[config.mk]
export PLATFORM = sky130hd
export DESIGN_NAME = one_wire_bus_master_flat
export DESIGN_NICKNAME = d
export VERILOG_FILES = /design/src/rtl/owbm_pkg.sv /design/src/rtl/owbm_if.sv /design/src/rtl/one_wire_bus_master.sv /design/src/rtl/owbm_front.sv /design/src/rtl/owbm_queue.sv /design/src/rtl/owbm_back.sv /design/src/flat_wrapper.sv
export SDC_FILE = /design/constraint.sdc
export NUM_CORES = 1
export LEC_CHECK = 0
export BUFFER_PORTS_ARGS = -buffer_cell sky130_fd_sc_hd__clkbuf_2
export CELL_PAD_IN_SITES_DETAIL_PLACEMENT = 1
export CELL_PAD_IN_SITES_GLOBAL_PLACEMENT = 2
export CORE_ASPECT_RATIO = 0.9
export CORE_MARGIN = 10
export CORE_UTILIZATION = 38
export CTS_BUF_LIST = sky130_fd_sc_hd__clkbuf_16
export DETAILED_ROUTE_END_ITERATION = 6
export PLACE_DENSITY_LB_ADDON = 0.1
export SLEW_MARGIN = 20
export SYNTH_ARGS = -nofsm -noshare
export SYNTH_HDL_FRONTEND = slang
export SYNTH_SLANG_ARGS = --single-unit
export TNS_END_PERCENT = 5
[constraint.sdc]
create_clock -name clk -period 4.4 [get_ports clk]
set_input_delay 0.44 -clock clk [delete_from_list [all_inputs] [get_ports clk]]
set_output_delay 0.44 -clock clk [all_outputs]
set_load 0.005 [all_outputs]
[src/rtl/owbm_pkg.sv]
`timescale 1ns / 1ps
// ----------------------------------------------------------------------------
// owbm_pkg
// Shared types and timing constants of the one-wire bus master.
// ----------------------------------------------------------------------------
package owbm_pkg;

    localparam int TIMER_W = 10;
    localparam int QDEPTH  = 2;
    localparam int QPTR_W  = $clog2(QDEPTH);
    localparam int QCNT_W  = $clog2(QDEPTH + 1);

    localparam logic [TIMER_W-1:0] SLOT_TICKS      = TIMER_W'(70);
    localparam logic [TIMER_W-1:0] SHORT_LOW       = TIMER_W'(6);
    localparam logic [TIMER_W-1:0] LONG_LOW        = TIMER_W'(6 + 54);
    localparam logic [TIMER_W-1:0] READ_SAMPLE     = TIMER_W'(6 + 9);
    localparam logic [TIMER_W-1:0] PRESENCE_SAMPLE = TIMER_W'(70);
    localparam logic [TIMER_W-1:0] RESET_REL_TICKS = TIMER_W'(70 + 410);

    typedef enum logic [1:0] {
        FN_TICK  = 2'd0,
        FN_RESET = 2'd1,
        FN_WRITE = 2'd2,
        FN_READ  = 2'd3
    } func_t;

    typedef enum logic [1:0] {
        ST_NONE = 2'd0,
        ST_DONE = 2'd1,
        ST_MODE = 2'd2,
        ST_BUSY = 2'd3
    } status_t;

    typedef enum logic [2:0] {
        K_TICK,
        K_RESET,
        K_WRITE,
        K_READ,
        K_BADMODE
    } kind_t;

    typedef struct packed {
        kind_t      kind;
        logic [7:0] data_byte;
        logic       line_in;
    } entry_t;

    typedef struct packed {
        logic full;
        logic empty;
    } q_stat_t;

endpackage

[src/rtl/owbm_if.sv]
`timescale 1ns / 1ps
// ----------------------------------------------------------------------------
// owbm_if
// Valid/ready channels of the one-wire bus master: command, result, config.
// ----------------------------------------------------------------------------
interface owbm_cmd_if;
    logic       valid;
    logic       ready;
    logic [1:0] func;
    logic [7:0] data_byte;
    logic       line_in;

    modport source (output valid, output func, output data_byte, output line_in,
                    input ready);
    modport sink (input valid, input func, input data_byte, input line_in,
                  output ready);
endinterface

interface owbm_res_if;
    logic       valid;
    logic       ready;
    logic       drive_low;
    logic [1:0] status;
    logic       presence;
    logic [7:0] read_data;
    logic       busy_res;

    modport source (output valid, output drive_low, output status, output presence,
                    output read_data, output busy_res, input ready);
    modport sink (input valid, input drive_low, input status, input presence,
                  input read_data, input busy_res, output ready);
endinterface

interface owbm_cfg_if;
    logic valid;
    logic ready;
    logic data;

    modport source (output valid, output data, input ready);
    modport sink (input valid, input data, output ready);
endinterface

[src/rtl/one_wire_bus_master.sv]
`timescale 1ns / 1ps
// ----------------------------------------------------------------------------
// one_wire_bus_master
// A transaction is written into the command queue when accepted and into the
// result registers when popped. One transaction per clock while results are
// taken; a held result stalls the queue and then the command port. The sequencer
// updates the bus state once per queued transaction. Asynchronous active-low
// reset clears the mode register, queue, sequencer state and result register.
// ----------------------------------------------------------------------------
module one_wire_bus_master
#(
    parameter int RESET_LOW_TICKS = 480
)
(
    input  logic        clk,
    input  logic        rst_n,
    owbm_cfg_if.sink    cfg,
    owbm_cmd_if.sink    cmd,
    owbm_res_if.source  res
);

    owbm_pkg::q_stat_t qstat;
    owbm_pkg::entry_t  push_entry;
    owbm_pkg::entry_t  pop_entry;
    logic              push;
    logic              pop;

    owbm_front u_front
    (
        .clk        (clk),
        .rst_n      (rst_n),
        .cfg        (cfg),
        .cmd        (cmd),
        .qstat      (qstat),
        .push       (push),
        .push_entry (push_entry)
    );

    owbm_queue u_queue
    (
        .clk        (clk),
        .rst_n      (rst_n),
        .push       (push),
        .push_entry (push_entry),
        .pop        (pop),
        .pop_entry  (pop_entry),
        .qstat      (qstat)
    );

    owbm_back
    #(
        .RESET_LOW_TICKS (RESET_LOW_TICKS)
    )
    u_back
    (
        .clk       (clk),
        .rst_n     (rst_n),
        .pop_entry (pop_entry),
        .qstat     (qstat),
        .pop       (pop),
        .res       (res)
    );

endmodule

[src/rtl/owbm_front.sv]
`timescale 1ns / 1ps
// ----------------------------------------------------------------------------
// owbm_front
// Holds the line mode register and classifies each accepted command.
// ----------------------------------------------------------------------------
module owbm_front
(
    input  logic               clk,
    input  logic               rst_n,
    owbm_cfg_if.sink           cfg,
    owbm_cmd_if.sink           cmd,
    input  owbm_pkg::q_stat_t  qstat,
    output logic               push,
    output owbm_pkg::entry_t   push_entry
);

    logic open_drain_reg;
    logic open_drain_next;

    assign cfg.ready = 1'b1;
    assign cmd.ready = !qstat.full;
    assign push      = cmd.valid && !qstat.full;

    always_comb
    begin
        open_drain_next = open_drain_reg;
        if (cfg.valid)
        begin
            open_drain_next = cfg.data;
        end
    end

    always_ff @(posedge clk or negedge rst_n)
    begin
        if (!rst_n)
        begin
            open_drain_reg <= 1'b0;
        end
        else
        begin
            open_drain_reg <= open_drain_next;
        end
    end

    always_comb
    begin
        push_entry.data_byte = cmd.data_byte;
        push_entry.line_in   = cmd.line_in;
        case (owbm_pkg::func_t'(cmd.func))
            owbm_pkg::FN_TICK:  push_entry.kind = owbm_pkg::K_TICK;
            owbm_pkg::FN_RESET: push_entry.kind = open_drain_reg ? owbm_pkg::K_RESET
                                                                 : owbm_pkg::K_BADMODE;
            owbm_pkg::FN_WRITE: push_entry.kind = open_drain_reg ? owbm_pkg::K_WRITE
                                                                 : owbm_pkg::K_BADMODE;
            owbm_pkg::FN_READ:  push_entry.kind = open_drain_reg ? owbm_pkg::K_READ
                                                                 : owbm_pkg::K_BADMODE;
            default:            push_entry.kind = owbm_pkg::K_TICK;
        endcase
    end

endmodule

[src/rtl/owbm_queue.sv]
`timescale 1ns / 1ps
// ----------------------------------------------------------------------------
// owbm_queue
// Short register queue between the command front and the bus sequencer.
// ----------------------------------------------------------------------------
module owbm_queue
(
    input  logic               clk,
    input  logic               rst_n,
    input  logic               push,
    input  owbm_pkg::entry_t   push_entry,
    input  logic               pop,
    output owbm_pkg::entry_t   pop_entry,
    output owbm_pkg::q_stat_t  qstat
);

    owbm_pkg::entry_t                  entry_reg [owbm_pkg::QDEPTH];
    logic [owbm_pkg::QPTR_W-1:0]       wr_ptr_reg;
    logic [owbm_pkg::QPTR_W-1:0]       wr_ptr_next;
    logic [owbm_pkg::QPTR_W-1:0]       rd_ptr_reg;
    logic [owbm_pkg::QPTR_W-1:0]       rd_ptr_next;
    logic [owbm_pkg::QCNT_W-1:0]       count_reg;
    logic [owbm_pkg::QCNT_W-1:0]       count_next;

    assign qstat.full  = (count_reg == owbm_pkg::QCNT_W'(owbm_pkg::QDEPTH));
    assign qstat.empty = (count_reg == '0);
    assign pop_entry   = entry_reg[rd_ptr_reg];

    always_comb
    begin
        wr_ptr_next = wr_ptr_reg;
        rd_ptr_next = rd_ptr_reg;
        count_next  = count_reg;
        if (push)
        begin
            wr_ptr_next = (wr_ptr_reg == owbm_pkg::QPTR_W'(owbm_pkg::QDEPTH - 1))
                          ? '0 : wr_ptr_reg + 1'b1;
        end
        if (pop)
        begin
            rd_ptr_next = (rd_ptr_reg == owbm_pkg::QPTR_W'(owbm_pkg::QDEPTH - 1))
                          ? '0 : rd_ptr_reg + 1'b1;
        end
        if (push && !pop)
        begin
            count_next = count_reg + 1'b1;
        end
        else if (pop && !push)
        begin
            count_next = count_reg - 1'b1;
        end
    end

    always_ff @(posedge clk or negedge rst_n)
    begin
        if (!rst_n)
        begin
            wr_ptr_reg <= '0;
            rd_ptr_reg <= '0;
            count_reg  <= '0;
        end
        else
        begin
            wr_ptr_reg <= wr_ptr_next;
            rd_ptr_reg <= rd_ptr_next;
            count_reg  <= count_next;
        end
    end

    always_ff @(posedge clk)
    begin
        if (push)
        begin
            entry_reg[wr_ptr_reg] <= push_entry;
        end
    end

endmodule

[src/rtl/owbm_back.sv]
`timescale 1ns / 1ps
// ----------------------------------------------------------------------------
// owbm_back
// Bus sequencer: runs reset, write and read slots and registers each result.
// ----------------------------------------------------------------------------
module owbm_back
#(
    parameter int RESET_LOW_TICKS = 480
)
(
    input  logic               clk,
    input  logic               rst_n,
    input  owbm_pkg::entry_t   pop_entry,
    input  owbm_pkg::q_stat_t  qstat,
    output logic               pop,
    owbm_res_if.source         res
);

    localparam logic [owbm_pkg::TIMER_W-1:0] RST_LOW_LIM =
        owbm_pkg::TIMER_W'(RESET_LOW_TICKS);

    typedef enum logic [2:0] {
        PH_IDLE,
        PH_RST_LOW,
        PH_RST_REL,
        PH_WRITE,
        PH_READ
    } phase_t;

    phase_t                          phase_reg, phase_next;
    logic [owbm_pkg::TIMER_W-1:0]    timer_reg, timer_next, timer_inc;
    logic [2:0]                      bit_reg, bit_next;
    logic [7:0]                      shift_reg, shift_next, shift_rd;
    logic                            presence_reg, presence_next;
    logic [7:0]                      latch_reg, latch_next;
    owbm_pkg::status_t               status_next;
    logic                            drive_next;

    logic                            valid_reg;
    logic                            drive_reg;
    owbm_pkg::status_t               status_reg;

    assign pop = !qstat.empty && (!valid_reg || res.ready);

    assign res.valid     = valid_reg;
    assign res.drive_low = drive_reg;
    assign res.status    = status_reg;
    assign res.presence  = presence_reg;
    assign res.read_data = latch_reg;
    assign res.busy_res  = (phase_reg != PH_IDLE);

    always_comb
    begin
        phase_next    = phase_reg;
        timer_next    = timer_reg;
        bit_next      = bit_reg;
        shift_next    = shift_reg;
        presence_next = presence_reg;
        latch_next    = latch_reg;
        status_next   = owbm_pkg::ST_NONE;
        timer_inc     = timer_reg + 1'b1;
        shift_rd      = shift_reg;
        if (timer_inc == owbm_pkg::READ_SAMPLE && pop_entry.line_in)
        begin
            shift_rd[bit_reg] = 1'b1;
        end

        case (pop_entry.kind)
            owbm_pkg::K_TICK:
            begin
                if (phase_reg != PH_IDLE)
                begin
                    timer_next = timer_inc;
                    case (phase_reg)
                        PH_RST_LOW:
                        begin
                            if (timer_inc >= RST_LOW_LIM)
                            begin
                                phase_next = PH_RST_REL;
                                timer_next = '0;
                            end
                        end
                        PH_RST_REL:
                        begin
                            if (timer_inc == owbm_pkg::PRESENCE_SAMPLE)
                            begin
                                presence_next = !pop_entry.line_in;
                            end
                            if (timer_inc >= owbm_pkg::RESET_REL_TICKS)
                            begin
                                phase_next  = PH_IDLE;
                                timer_next  = '0;
                                status_next = owbm_pkg::ST_DONE;
                            end
                        end
                        PH_WRITE, PH_READ:
                        begin
                            if (phase_reg == PH_READ)
                            begin
                                shift_next = shift_rd;
                            end
                            if (timer_inc >= owbm_pkg::SLOT_TICKS)
                            begin
                                timer_next = '0;
                                if (bit_reg == 3'd7)
                                begin
                                    bit_next    = '0;
                                    phase_next  = PH_IDLE;
                                    status_next = owbm_pkg::ST_DONE;
                                    if (phase_reg == PH_READ)
                                    begin
                                        latch_next = shift_rd;
                                    end
                                end
                                else
                                begin
                                    bit_next = bit_reg + 1'b1;
                                end
                            end
                        end
                        default:
                        begin
                            phase_next = PH_IDLE;
                            timer_next = '0;
                        end
                    endcase
                end
            end
            owbm_pkg::K_BADMODE:
            begin
                status_next = owbm_pkg::ST_MODE;
            end
            owbm_pkg::K_RESET, owbm_pkg::K_WRITE, owbm_pkg::K_READ:
            begin
                if (phase_reg != PH_IDLE)
                begin
                    status_next = owbm_pkg::ST_BUSY;
                end
                else
                begin
                    timer_next = '0;
                    bit_next   = '0;
                    if (pop_entry.kind == owbm_pkg::K_RESET)
                    begin
                        phase_next = PH_RST_LOW;
                    end
                    else if (pop_entry.kind == owbm_pkg::K_WRITE)
                    begin
                        phase_next = PH_WRITE;
                        shift_next = pop_entry.data_byte;
                    end
                    else
                    begin
                        phase_next = PH_READ;
                        shift_next = '0;
                    end
                end
            end
            default:
            begin
                status_next = owbm_pkg::ST_NONE;
            end
        endcase

        case (phase_next)
            PH_RST_LOW: drive_next = 1'b1;
            PH_WRITE:   drive_next = timer_next < (shift_next[bit_next] ? owbm_pkg::SHORT_LOW
                                                                        : owbm_pkg::LONG_LOW);
            PH_READ:    drive_next = timer_next < owbm_pkg::SHORT_LOW;
            default:    drive_next = 1'b0;
        endcase
    end

    always_ff @(posedge clk or negedge rst_n)
    begin
        if (!rst_n)
        begin
            phase_reg    <= PH_IDLE;
            timer_reg    <= '0;
            bit_reg      <= '0;
            shift_reg    <= '0;
            presence_reg <= 1'b0;
            latch_reg    <= '0;
            valid_reg    <= 1'b0;
            drive_reg    <= 1'b0;
            status_reg   <= owbm_pkg::ST_NONE;
        end
        else
        begin
            if (pop)
            begin
                phase_reg    <= phase_next;
                timer_reg    <= timer_next;
                bit_reg      <= bit_next;
                shift_reg    <= shift_next;
                presence_reg <= presence_next;
                latch_reg    <= latch_next;
                drive_reg    <= drive_next;
                status_reg   <= status_next;
                valid_reg    <= 1'b1;
            end
            else if (res.ready)
            begin
                valid_reg <= 1'b0;
            end
        end
    end

endmodule

[src/flat_wrapper.sv]
// flat-port wrapper written by rule: the top's interface ports become plain ports
module one_wire_bus_master_flat 
#(
    parameter int RESET_LOW_TICKS = 480
)
  (clk, rst_n, cfg_valid, cfg_data, cfg_ready, cmd_valid, cmd_func, cmd_data_byte, cmd_line_in, cmd_ready, res_valid, res_drive_low, res_status, res_presence, res_read_data, res_busy_res, res_ready);
  owbm_cfg_if cfg_i ();
  owbm_cmd_if cmd_i ();
  owbm_res_if res_i ();
  input  logic clk;
  input  logic rst_n;
  input wire logic [$bits(cfg_i.valid)-1:0] cfg_valid;
  input wire logic [$bits(cfg_i.data)-1:0] cfg_data;
  output wire logic [$bits(cfg_i.ready)-1:0] cfg_ready;
  input wire logic [$bits(cmd_i.valid)-1:0] cmd_valid;
  input wire logic [$bits(cmd_i.func)-1:0] cmd_func;
  input wire logic [$bits(cmd_i.data_byte)-1:0] cmd_data_byte;
  input wire logic [$bits(cmd_i.line_in)-1:0] cmd_line_in;
  output wire logic [$bits(cmd_i.ready)-1:0] cmd_ready;
  output wire logic [$bits(res_i.valid)-1:0] res_valid;
  output wire logic [$bits(res_i.drive_low)-1:0] res_drive_low;
  output wire logic [$bits(res_i.status)-1:0] res_status;
  output wire logic [$bits(res_i.presence)-1:0] res_presence;
  output wire logic [$bits(res_i.read_data)-1:0] res_read_data;
  output wire logic [$bits(res_i.busy_res)-1:0] res_busy_res;
  input wire logic [$bits(res_i.ready)-1:0] res_ready;
  assign cfg_i.valid = cfg_valid;
  assign cfg_i.data = cfg_data;
  assign cfg_ready = cfg_i.ready;
  assign cmd_i.valid = cmd_valid;
  assign cmd_i.func = cmd_func;
  assign cmd_i.data_byte = cmd_data_byte;
  assign cmd_i.line_in = cmd_line_in;
  assign cmd_ready = cmd_i.ready;
  assign res_valid = res_i.valid;
  assign res_drive_low = res_i.drive_low;
  assign res_status = res_i.status;
  assign res_presence = res_i.presence;
  assign res_read_data = res_i.read_data;
  assign res_busy_res = res_i.busy_res;
  assign res_i.ready = res_ready;
  one_wire_bus_master #(.RESET_LOW_TICKS(RESET_LOW_TICKS)) u_core (.clk(clk), .rst_n(rst_n), .cfg(cfg_i), .cmd(cmd_i), .res(res_i));
endmodule
After elaboration in Yosys (flattened, before gate mapping)
Memories as Yosys holds them, arrays and structs flattened. Index checks and enable logic that the tools add are counted.

Register bits: 42. Output and inout port bits: 16. Memories kept: 1. RAM bits: 24. Word-level logic and storage cells: 125.

Mux-type cells: 55. Equal/unequal tests: 18. Order comparisons: 7. Reduce and logical (&&, ||, !) cells: 24. $add $sub $neg: 6. Bitwise gates (word level): 1.

Memory list: u_core.u_queue.entry_reg (depth 2, bits a word 12, read ports 1, clocked after memory_dff 0, wr ports 1, RTL line owbm_queue.sv:17) `owbm_pkg::entry_t entry_reg [owbm_pkg::QDEPTH];`.

Operators with widths (number): 8-bit 2-to-1 mux (7); 3-bit 2-to-1 mux (16); 10-bit 2-to-1 mux (4); 10-bit case mux with 2 select lines (2); 8-bit case mux with 2 select lines (1); 3-bit by 2-bit equality test with 1-bit output (second input constant) (5); 3-bit equality test (second input constant) (4); 1-bit 2-to-1 mux (12); 3-bit case mux with 2 select lines (2); 3-bit case mux with 4 select lines (1); 10-bit by 1-bit adder with 10-bit output (second input constant) (1); 10-bit by 4-bit equality test with 1-bit output (second input constant) (1); 10-bit by 7-bit equality test with 1-bit output (second input constant) (1); 10-bit by 7-bit >= comparator with 1-bit output (second input constant) (1); 10-bit by 9-bit >= comparator with 1-bit output (second input constant) (1); 10-bit by 3-bit < comparator with 1-bit output (second input constant) (1); 10-bit by 6-bit < comparator with 1-bit output (1); 3-bit by 1-bit equality test with 1-bit output (second input constant) (3); 3-bit case mux with 3 select lines (1); 3-bit by 4-bit < comparator with 1-bit output (second input constant) (2); 8-bit OR (1); 7-bit AND reduction (1); 2-bit equality test (second input constant) (3); 1-bit logical AND (6); 22 further kinds (33).

Longest topological paths before layout
Gate-level depths: netlist of run 1.

Depth after elaboration: 15. Mapped depth: 16.

By module
From an unflattened synthesis of run 1, not the netlist that was laid out.

Cell total of the unflattened synthesis: 456. Area total of the unflattened synthesis: 4404.2 µm².

Modules (own cells, without submodules): owbm_back (area each 3165.5 µm², times used 1, cells each 385); owbm_queue (area each 1087.3 µm², times used 1, cells each 53); owbm_front (area each 151.4 µm², times used 1, cells each 18).

Worst setup path after synthesis of run 1
No wires, ideal clock.

Path kind: register to register. Start: reg u_core.u_back.timer_reg[0] in the netlist's numbering. End: reg u_core.u_back.drive_reg (netlist: u_core.u_back.res.drive_low). Data required time: 4.277 ns. Path buffers: 0. Library setup time: 0.123 ns. Setup slack: 0.911 ns. Stages on the path, launching flop included: 15. Arrival time: 3.365 ns. Path through: dfrtp_1 -> ha_1 -> nand4_4 -> or4b_4 -> a32oi_4 -> nor2_2 -> a311oi_4 -> mux2_1 -> a211oi_1 -> nor3_1 -> ha_1 -> nand2_1 -> and3_1 -> o21ai_1 -> a21oi_1.

Cells in the longest elaborated chain, start to end: 13.

Ends and longest elaborated chain: start, declared (RTL line owbm_back.sv:31) `logic [owbm_pkg::TIMER_W-1:0] timer_reg, timer_next, timer_inc;`; start signal, assigned (RTL line owbm_back.sv:193) `timer_reg <= timer_next;`; parallel branches: the longest is 12 deep, another holds 10-bit by 1-bit adder with 10-bit output; 1-bit case mux with 3 select lines (*) (RTL line owbm_back.sv:165) `case (phase_next)`; end signal, assigned (RTL line owbm_back.sv:198) `drive_reg <= drive_next;`; end, declared (RTL line owbm_back.sv:40) `logic drive_reg;`.

Every way passes the cells marked *. The select of a mux whose other input is x is not followed. A chain may end at the register's enable or synchronous reset.

Final worst setup path of run 1
Start: reg u_core.u_back.timer_reg[1] in the netlist's numbering. End: reg u_core.u_back.drive_reg (netlist: u_core.u_back.res.drive_low).

The elaborated chain is that of the path after synthesis.

==> results of run 1 <==
-- synthesized netlist by cell type, types with 6 or more instances --
cell type,n,share of area (%)
a211oi_1,10,1.8
a21oi_1,32,3.8
a31oi_1,9,1.4
and3_1,8,1.2
buf_2,9,1.1
clkbuf_1,17,1.5
dfrtp_1,42,25
edfxtp_1,24,17
ha_1,7,2.1
inv_1,9,0.81
mux2i_1,13,3.1
nand2_1,53,4.8
nand3_1,15,1.8
nor2_1,45,4.1
nor3_1,7,0.84
nor4_1,6,0.90
o21ai_0,39,4.7
o31ai_1,7,1.3
o41ai_1,6,1.3
xnor2_1,6,1.3
-- cell families (layout without fill, tap and decap cells) --
group | after synthesis | count (layout)
DFF | 66 | 66
and+or+nand+nor | 171 | 171
muxes | 18 | 18
AOI/OAI and AO/OA | 151 | 151
adders and majority gates | 7 | 7
buffers and inverters | 39 | 69
xor gates and xnor gates | 10 | 10
other | 1 | 1
-- per-stage QoR --
stage / utilization, % / setup WS (ps) / cells / cell area [um2] / total power, mW
floorplan: - / 911 / 463 / 4170 / 1.62
global placement: 41.3 / 471 / 610 / 4450 / 1.93
detailed placement: 41.3 / 300 / 610 / 4450 / 1.95
CTS: 44.3 / 281 / 626 / 4770 / 2.74
global route: 44.3 / 71.1 / 626 / 4770 / 2.91
finish: 44.3 / 367 / 626 / 4770 / 2.74
-- power breakdown --
part / switching (mW) / internal (mW)
clock: 0.287 / 0.495
sequential: 0.154 / 0.786
combinational: 0.642 / 0.371
-- path summary, 6_finish.rpt --
path / start / to / slack (ps) / cells past startpoint
worst min register to register: u_core.u_back.res.status[0] / u_core.u_back.res.status[0] / 490 / 2
max in group asynchronous: rst_n / u_core.u_back.shift_reg[6] / 3790 / 2
min in group clk: cmd_data_byte[4] / u_core.u_queue.entry_reg[0][5] / 300 / 1
worst max-delay path: u_core.u_back.timer_reg[1] / u_core.u_back.res.drive_low / 370 / 14
worst max register to register: u_core.u_back.timer_reg[1] / u_core.u_back.res.drive_low / 370 / 14
worst min-delay path: rst_n / u_core.u_back.timer_reg[8] / 210 / 2
-- worst reg2reg max path, stage by stage (launching register included) --
cell	delay (ps)
dfrtp_1	520
ha_2	390
nand4_4	160
or4b_4	570
a32oi_4	270
nor2_2	110
a311oi_4	380
mux2_1	360
a211oi_1	260
nor3_1	140
ha_1	310
nand2_1	50
and3_1	180
o21ai_1	120
a21oi_1	80
-- layout make-up --
class | instances | area, um2
fillers | 1280 | 5990
clock inverters | 7 | 93.8
repair buffers | 42 | 238
multi-input cells | 358 | 2240
clock buffers | 9 | 225
flip-flops and latches | 66 | 1770
well taps | 133 | 166
inverters | 11 | 41.3
-- layer usage --
metal | part of all wire [%] | up-vias | wire [um]
li1 | - | 1781 | -
met1 | 50 | 1828 | 6440
met2 | 44 | 76 | 5720
met3 | 4.8 | 16 | 618
met4 | 1.7 | 0 | 223
met5 | 0 | - | 0
-- timing repair --
action                     in CTS  in global routing
hold endpoints to repair        0                  0
resized for setup               0                  1
setup endpoints to repair       0                  1
==> results by group, run 1 <==
Outcome
  – Status: completed

Logic synthesis
  – Largest family of logic cells by synthesized area: compound AO/OA/AOI/OAI gates
  – Seq cells post-synth: 66
  – Post-synthesis simple-gate area fraction: 20.2%
  – Syn Area/Cell: 9.00 um2
  – Mux contribution to synthesized area: about 4.5%
  – Mapped Area: between 4000 and 5000 um2
  – EDFF count, synth: 24
  – Synth Area in Adders: under 10%
  – Post-synth cell types: 67
  – Post-Synth XOR/XNOR Area: around 2.1%
  – Complex-gate fraction of the synthesized area: approximately 25%
  – Syn. warnings: 0
  – Syn Nets: just under 500
  – Gate Count Post-Synth: 463
  – Post-synthesis sequential area ratio: between 40% and 50%
  – Top FF cell, synth: dfrtp_1
  – FFs w/ async S/R, synth: 63.6%

Worst setup path
  – CP cell instances: ha_2, nand4_4, or4b_4, a32oi_4, nor2_2, a311oi_4, mux2_1, a211oi_1, nor3_1, ha_1, nand2_1, and3_1, o21ai_1, a21oi_1
  – CP required: ~4600 ps
  – Arrival @ worst endpoint: between 4000 and 5000 ps
  – Critical path class: register to register
  – CP Launch Type: register
  – Slowest CP cell: or4b_4
  – Crit path largest cell delay: between 500 and 600 ps
  – Crit. End Element: register
  – Critical Path Fanout Max: 11
  – Bufs and invs on worst path: 0
  – Top Family by Delay on Critical Path: simple AND/OR/NAND/NOR gates

Layout
  – Most frequent cells in the layout: nand2_1, nor2_1, dfrtp_1, o21ai_0, a21oi_1
  – Diodes inserted: 0
  – Layout cell share with drive strength beyond 1: roughly 15%
  – Layout area overhead: 14.5%
  – Max reg flops: 24
  – Commonest non-fill, non-tap cell in the layout: nand2_1
  – Final #Nets: ~510

Run
  – Max-Cap Viols: 0

Hold path
  – Min-delay worst type: primary input to asynchronous set/reset pin

Floorplan
  – Die ar.: 15600 um2
  – Boundary pin count: 33
  – Core area: around 11000 um2
  – Starting Density: about two fifths
  – FP Rows: 36
  – Chip Width: about 130 um
  – Die Span Y: around 120 um

Clocking
  – CTS root buf: clkbuf_16
  – CTS tree: built
  – Setup Buffers After CTS: 0
  – Reg clk slew, reported paths: about 60 ps
  – Cts bufs inserted: 9
  – Skew-Pair Late Insertion Delay: approximately 340 ps
  – Clk buf depth: 2
  – CTS sink cnt: 66
  – Hold buffer count at CTS: 0
  – CTS H-Tree Depth: 3

Timing
  – Post-layout min period: about 4000 ps
  – Slew margin rel.: 41.4%
  – Final count of hold timing violations: 0
  – Hold_ws: 205 ps
  – RSZ-0062 raised after global routing: no
  – Final Skew: 8.66 ps
  – Worst slew pin tran: 876 ps
  – Final TNS setup: 0 ps
  – Final setup fails: 0
  – Period utilization: 91.7%
  – F_max: ~250 MHz
  – Fin. max-slew vios: 0

GRT
  – Largest net degree at the start of global routing: 43
  – Met1 Use GR: about a quarter
  – First-pass GRT wire length: a little over 20000 um
  – Total global routing overflow: 0
  – GR Util met2: 24.4%
  – Global route hottest layer: met1
  – Total Routing Usage GR: about 17%
  – Vias in the first global route: 3714
  – Initial antenna violation count: 0
  – Met3 Usage GRT: 2.75%

Detailed routing
  – Via Count: around 3700
  – Routed WL: roughly 13000 um
  – Drt drc: 0
  – Antenna viol nets, final: 0
  – Iteration-0 DRC Markers: between 200 and 250
  – Via/cell ratio: 5.91
  – WL/cell: between 20 and 25 um
  – TritonRoute pass-1 iters: 4

Place
  – Detail Placement HPWL: 9660 um
  – Final GP Congestion: around 0.83
  – I/O Buffers: 31

Pwr
  – Worst IR Drop VDD: 327 uV
  – Leakage: between 1.5 and 2 nW
  – Power density cells: ~570 nW/um2
Power figures use the tool's default switching activity.
==> run 2, diff against run 1 <==
--- a/config.mk
+++ b/config.mk
@@ -14,6 +14,7 @@
 export CTS_BUF_LIST = sky130_fd_sc_hd__clkbuf_16
 export DETAILED_ROUTE_END_ITERATION = 6
 export PLACE_DENSITY_LB_ADDON = 0.1
+export SETUP_SLACK_MARGIN = 0.4
 export SLEW_MARGIN = 20
 export SYNTH_ARGS = -nofsm -noshare
 export SYNTH_HDL_FRONTEND = slang
==> run 2 against run 1 <==
Via count grew 0.46%. Critical path depth stayed put. Wire length is 0.21% higher. Die area unchanged. Setup slack improved by 310 ps. Clock skew increased by 1.1 ps. Global-route usage about the same. Flip-flop and latch count did not move. Final cell count is the same. Register-to-register slack improved by 310 ps. Count of clock-buffer cells in the layout unchanged. Hold slack got worse by 2.5 ps. Critical path type unchanged. Largest power group unchanged.
==> results by group, run 2 (same netlist as run 1, synthesis figures left out) <==
Outcome
  – Status: completed

Clocking
  – Setup Buffers After CTS: 0 (unchanged)
  – CTS root buf: clkbuf_16
  – CTS H-Tree Depth: 3 (unchanged)
  – Skew-Pair Late Insertion Delay: 330 ps (about the same)
  – CTS sink cnt: 66 (unchanged)
  – CTS tree: built
  – Clk buf depth: 2 (unchanged)
  – Cts bufs inserted: 9 (unchanged)
  – Hold buffer count at CTS: 0 (unchanged)
  – Reg clk slew, reported paths: 60 ps (about the same)

Detailed routing
  – WL/cell: 20.8 um (+0.21%)
  – Via Count: 3718 (+0.46%)
  – TritonRoute pass-1 iters: 4 (unchanged)
  – Via/cell ratio: 5.94 (+0.46%)
  – Iteration-0 DRC Markers: 232 (-3.3%)
  – Drt drc: 0 (unchanged)
  – Antenna viol nets, final: 0 (unchanged)
  – Routed WL: 13000 um (+0.21%)

Floorplan
  – Chip Width: 130 um (unchanged)
  – Die Span Y: 119 um (unchanged)
  – Core area: 10800 um2 (unchanged)
  – FP Rows: 36 (unchanged)
  – Boundary pin count: 33 (unchanged)
  – Starting Density: 38.7% (unchanged)
  – Die ar.: 15600 um2 (unchanged)

Place
  – Detail Placement HPWL: 9660 um (unchanged)
  – I/O Buffers: 31 (unchanged)
  – Dpl ws: 300 ps (unchanged)
  – Final GP Congestion: 0.833 (unchanged)

Layout
  – Diodes inserted: 0 (unchanged)
  – Commonest non-fill, non-tap cell in the layout: nand2_1
  – Post-layout util: 44.7% (+0.37 points)
  – Most frequent cells in the layout: nand2_1, nor2_1, o21ai_0, dfrtp_1, a21oi_1
  – Layout area overhead: 15.5%
  – Layout cell share with drive strength beyond 1: 16.6% (+1.2 points)
  – Max reg flops: 24 (unchanged)
  – Final #Nets: 512 (unchanged)

Timing
  – F_max: 269 MHz (+8.3%)
  – Hold_ws: 203 ps (-2.50 ps)
  – Final count of hold timing violations: 0 (unchanged)
  – Final TNS setup: 0 ps (unchanged)
  – RSZ-0062 raised after global routing: no
  – Worst slew pin tran: 867 ps (-8.53 ps)
  – Min setup slack post-route: 676 ps (+308 ps)
  – Fin. max-slew vios: 0 (unchanged)
  – Final setup fails: 0 (unchanged)
  – Final Skew: 9.71 ps (+1.05 ps)
  – Period utilization: 84.6% (-7.0 points)
  – Slew margin rel.: 42.0% (+0.57 points)
  – Post-layout min period: 3720 ps (-308 ps)

GRT
  – First-pass GRT wire length: 20800 um (+0.10%)
  – Largest net degree at the start of global routing: 43 (unchanged)
  – Total Routing Usage GR: 16.8% (+0.018 points)
  – Total global routing overflow: 0 (unchanged)
  – Vias in the first global route: 3726 (+0.32%)
  – Initial antenna violation count: 0 (unchanged)

Worst setup path
  – Critical Path Fanout Max: 11 (unchanged)
  – CP Launch Type: register
  – Crit. End Element: register
  – Critical path class: register to register
  – Arrival @ worst endpoint: 3940 ps (-310 ps)
  – CP required: 4610 ps (about the same)

Pwr
  – Power density cells: 571 nW/um2 (-0.42%)
  – Worst IR Drop VDD: 324 uV (-0.86%)
  – Leakage: 1.89 nW (about the same)
  – Total power: 2.75 mW (+0.41%)

Hold path
  – Min-delay worst type: primary input to asynchronous set/reset pin

Run
  – Max-Cap Viols: 0 (unchanged)
-- run 2: cell count changes in the layout (fill, tap and decap cells not counted) --
cell and change:
dfrtp_1 -3, dfrtp_2 +3, a211oi_1 -1, a211oi_2 +1, a31oi_2 -1, a31oi_4 +1, ha_2 -1, ha_4 +1
nand3_1 -1, nand3_2 +1, o32ai_1 -1, o32ai_2 +1
-- run 2: final cells by class --
type	count	area (um2)
clock buffers	9	225
clock inverters	7	93.8
fillers	1280	5950
inverters	11	41.3
multi-input cells	358	2270
flip-flops and latches	66	1780
well taps	133	166
repair buffers	42	238
-- run 2: where the power goes --
group | internal (mW) | leakage [nW] | switching, mW
combinational | 0.372 | 0.966 | 0.644
sequential | 0.788 | 0.773 | 0.162
clock | 0.495 | 0.153 | 0.285
-- run 2: metrics by stage --
stage	instances	area (um2)
final	626	4810
after global routing	626	4810
after CTS	626	4780
after detailed placement	610	4450
after global placement	610	4450
after floorplan	463	4170
-- run 2: final timing paths --
check / startpoint / end / slack, ps / cells past startpoint
setup / recovery: u_core.u_back.timer_reg[1] / u_core.u_back.res.drive_low / 680 / 14
hold / removal: rst_n / u_core.u_back.timer_reg[8] / 200 / 2
setup reg to reg: u_core.u_back.timer_reg[1] / u_core.u_back.res.drive_low / 680 / 14
hold reg to reg: u_core.u_back.res.status[0] / u_core.u_back.res.status[0] / 490 / 2
max in group asynchronous: rst_n / u_core.u_back.timer_reg[0] / 3760 / 2
min in group clk: cmd_data_byte[4] / u_core.u_queue.entry_reg[0][5] / 300 / 1
-- run 2: worst max-delay path, stage by stage, from the launching register on --
cell and delay, ps:
dfrtp_2 480, ha_4 240, nand4_4 140, or4b_4 560, a32oi_4 270, nor2_2 110, a311oi_4 370, mux2_1 370
a211oi_2 190, nor3_1 120, ha_1 320, nand2_1 50, and3_1 180, o21ai_1 120, a21oi_1 70
-- run 2: repair_timing --
item	4_1_cts	5_1_grt
resized for setup	2	7
endpoints found under the hold margin	0	0
setup endpoints to repair	1	1
-- run 2: routing by layer --
| layer | global-route usage, % | wire length, um | vias up |
|---|---|---|---|
| li1 | - | - | 1780 |
| met1 | 24.7 | 6540 | 1836 |
| met2 | 24.4 | 5710 | 83 |
| met3 | 2.88 | 513 | 19 |
| met4 | 5.21 | 258 | 0 |
| met5 | 0 | 0 | - |
==> run 3, diff against run 2 <==
--- a/config.mk
+++ b/config.mk
@@ -10,7 +10,7 @@
 export CELL_PAD_IN_SITES_GLOBAL_PLACEMENT = 2
 export CORE_ASPECT_RATIO = 0.9
 export CORE_MARGIN = 10
-export CORE_UTILIZATION = 38
+export CORE_UTILIZATION = 34
 export CTS_BUF_LIST = sky130_fd_sc_hd__clkbuf_16
 export DETAILED_ROUTE_END_ITERATION = 6
 export PLACE_DENSITY_LB_ADDON = 0.1
==> constraint.sdc (replaced) <==
create_clock -name clk -period 3.35 [get_ports clk]
set_input_delay 0.335 -clock clk [delete_from_list [all_inputs] [get_ports clk]]
set_output_delay 0.335 -clock clk [all_outputs]
set_load 0.005 [all_outputs]
==> run 3 against run 2 <==
The flow now finishes with violations (setup timing). Non-clock buffer count grew 63. Power increased by 41%. Sequential share of layout area down 4.0 points. Count of clock-buffer cells in the layout is the same. Combinational power is 64% higher. Critical path depth did not move. Via count increased by 7.2%. Global-route usage shrank 0.17 points. Clock skew about the same. Hold slack lost 12 ps. Die area rose by 9.8%. Register-to-register slack lost 720 ps. Largest power group unchanged. Highest routed layer unchanged.
==> results by group, run 3 (same netlist as run 1, synthesis figures left out) <==
Worst setup path
  – Top Family by Delay on Critical Path: simple AND/OR/NAND/NOR gates
  – Critical path class: register to register
  – Arrival @ worst endpoint: 3600 ps (-340 ps)
  – Slowest CP cell: or4b_4
  – Bufs and invs on worst path: 0 (unchanged)
  – CP required: 3560 ps (-1050 ps)
  – Crit path largest cell delay: 530 ps (-30 ps)
  – Crit. End Element: register
  – CP Launch Type: register
  – CP cell instances: ha_4, nand4_4, or4b_4, a32oi_4, nor2_2, a311oi_4, mux2_4, a211oi_4, nor3_2, ha_1, nand2_1, and3_1, o21ai_1, a21oi_1
  – Critical Path Fanout Max: 8 (-3)

Clocking
  – CTS root buf: clkbuf_16
  – CTS H-Tree Depth: 3 (unchanged)
  – CTS sink cnt: 66 (unchanged)
  – Cts bufs inserted: 9 (unchanged)
  – CTS tree: built
  – Clk buf depth: 2 (unchanged)
  – Setup Buffers After CTS: 0 (unchanged)
  – Skew-Pair Late Insertion Delay: 340 ps (about the same)
  – Reg clk slew, reported paths: 60 ps (about the same)

GRT
  – Initial antenna violation count: 0 (unchanged)
  – First-pass GRT wire length: 22600 um (+8.7%)
  – Total global routing overflow: 0 (unchanged)
  – Total Routing Usage GR: 16.7% (-0.17 points)
  – Largest net degree at the start of global routing: 29 (-33%)
  – Vias in the first global route: 4106 (+10%)

Timing
  – Min setup slack post-route: -39.8 ps (-715 ps)
  – Fin. max-slew vios: 0 (unchanged)
  – F_max: 295 MHz (+9.9%)
  – Final count of hold timing violations: 0 (unchanged)
  – Worst slew pin tran: 669 ps (-198 ps)
  – Slew margin rel.: 55.4% (+13 points)
  – Period utilization: 101% (+17 points)
  – Post-layout min period: 3390 ps (-335 ps)
  – Final TNS setup: -39.8 ps (-39.8 ps)
  – RSZ-0062 raised after global routing: yes
  – Final setup fails: 1 (+1)
  – Final Skew: 9.40 ps (-0.310 ps)

Pwr
  – Sw Share: 38.7% (-1.0 points)
  – Int Power: 2.38 mW (+44%)
  – Combinational share of power: 43.1% (+6.1 points)
  – Seq pwr share: 30.5% (-4.1 points)
  – Power density cells: 720 nW/um2 (+26%)
  – Clock power share: 26.4% (-2.0 points)
  – Switching power: 1.50 mW (+38%)
  – Leakage: 2.22 nW (+18%)
  – Worst IR Drop VDD: 401 uV (+24%)

Layout
  – Most frequent cells in the layout: buf_4, nand2_1, nor2_1, dfrtp_1, o21ai_0
  – Design area: 5400 um2 (+12%)
  – Final #Nets: 575 (+12%)
  – Layout cell share with drive strength beyond 1: 28.4% (+12 points)
  – Finished Layout Cells: 716 (+14%)
  – Layout area overhead: 29.5%
  – Commonest non-fill, non-tap cell in the layout: buf_4
  – Max reg flops: 24 (unchanged)
  – Diodes inserted: 0 (unchanged)
  – Post-layout util: 44.9% (+0.16 points)

Place
  – Placed Area: 4980 um2 (+12%)
  – Inst Count DP: 699 (+15%)
  – I/O Buffers: 31 (unchanged)
  – Final GP Congestion: 0.875 (+5.0%)
  – Detail Placement HPWL: 10800 um (+12%)

Detailed routing
  – Antenna viol nets, final: 0 (unchanged)
  – Via Count: 3985 (+7.2%)
  – Iteration-0 DRC Markers: 171 (-26%)
  – Routed WL: 13900 um (+6.5%)
  – Drt drc: 0 (unchanged)
  – Via/cell ratio: 5.57 (-6.3%)
  – TritonRoute pass-1 iters: 4 (unchanged)
  – WL/cell: 19.4 um (-6.9%)

Outcome
  – Status: complete, but fails checks
  – Failing checks: setup timing

Floorplan
  – Boundary pin count: 33 (unchanged)
  – Die ar.: 17100 um2 (+9.8%)
  – Core area: 12000 um2 (+12%)
  – FP Rows: 38 (+5.6%)
  – Starting Density: 34.6% (-4.1 points)
  – Die Span Y: 125 um (+4.8%)
  – Chip Width: 137 um (+4.8%)

Run
  – Max-Cap Viols: 0 (unchanged)

Hold path
  – Min-delay worst type: primary input to register
-- run 3: stage by stage --
step	hold slack (ps)	total power [mW]	setup WS, ps
finish	191	3.88	-39.8
CTS	174	3.90	-36.5
global placement	316	2.78	-16.1
global route	183	4.13	-230
floorplan	39.4	2.14	87.5
detailed placement	321	2.82	-167
-- run 3: area by class of cell --
| type | count | area (um2) |
|---|---|---|
| clock inverter | 7 | 93.8 |
| sequential | 66 | 1780 |
| inverter | 11 | 41.3 |
| clock buffer | 9 | 225 |
| multi-input combinational | 358 | 2340 |
| timing repair buffer | 105 | 717 |
| tap | 160 | 200 |
| fill | 1416 | 6630 |
-- run 3: layer usage --
layer	global-route usage, %	vias up	share of wire (%)
li1	-	1906	-
met1	23.8	2010	51
met2	25.0	59	45
met3	3.40	10	3.6
met4	3.88	0	0.81
met5	0	-	0
-- run 3: path summary, 6_finish.rpt --
path	startpoint	end	slack, ps	cells past startpoint
setup / recovery	u_core.u_back.timer_reg[0]	u_core.u_back.res.drive_low	-40	14
hold reg to reg	u_core.u_back.res.status[1]	u_core.u_back.res.status[1]	480	2
min in group asynchronous	rst_n	u_core.u_back.timer_reg[6]	480	2
max in group asynchronous	rst_n	u_core.u_queue.rd_ptr_reg	2060	3
setup reg to reg	u_core.u_back.timer_reg[0]	u_core.u_back.res.drive_low	-40	14
hold / removal	cmd_data_byte[3]	u_core.u_queue.entry_reg[0][4]	190	1
-- run 3: repair_timing --
item                                    in CTS  in global routing
gates cloned                                 0                  0
endpoints found under the hold margin       14                  0
pin swaps                                    1                  2
hold buffers                                 1                  0
endpoints found under the setup margin      16                  9
gates resized for setup                     17                  7
-- run 3: power by group through the flow --
stage | sequential [mW] | combinational (mW) | clock, mW
floorplan | 1.14 | 0.998 | 0
global placement | 1.18 | 1.60 | 0
finish | 1.19 | 1.67 | 1.02
CTS | 1.18 | 1.67 | 1.05
detailed placement | 1.20 | 1.63 | 0
global route | 1.22 | 1.85 | 1.07
-- run 3: worst reg2reg max path: stages (launching register included) --
cell and delay [ps]:
dfrtp_2 410, ha_4 200, nand4_4 100, or4b_4 530
a32oi_4 270, nor2_2 100, a311oi_4 270, mux2_4 350
a211oi_4 200, nor3_2 90, ha_1 310, nand2_1 50
and3_1 170, o21ai_1 120, a21oi_1 90
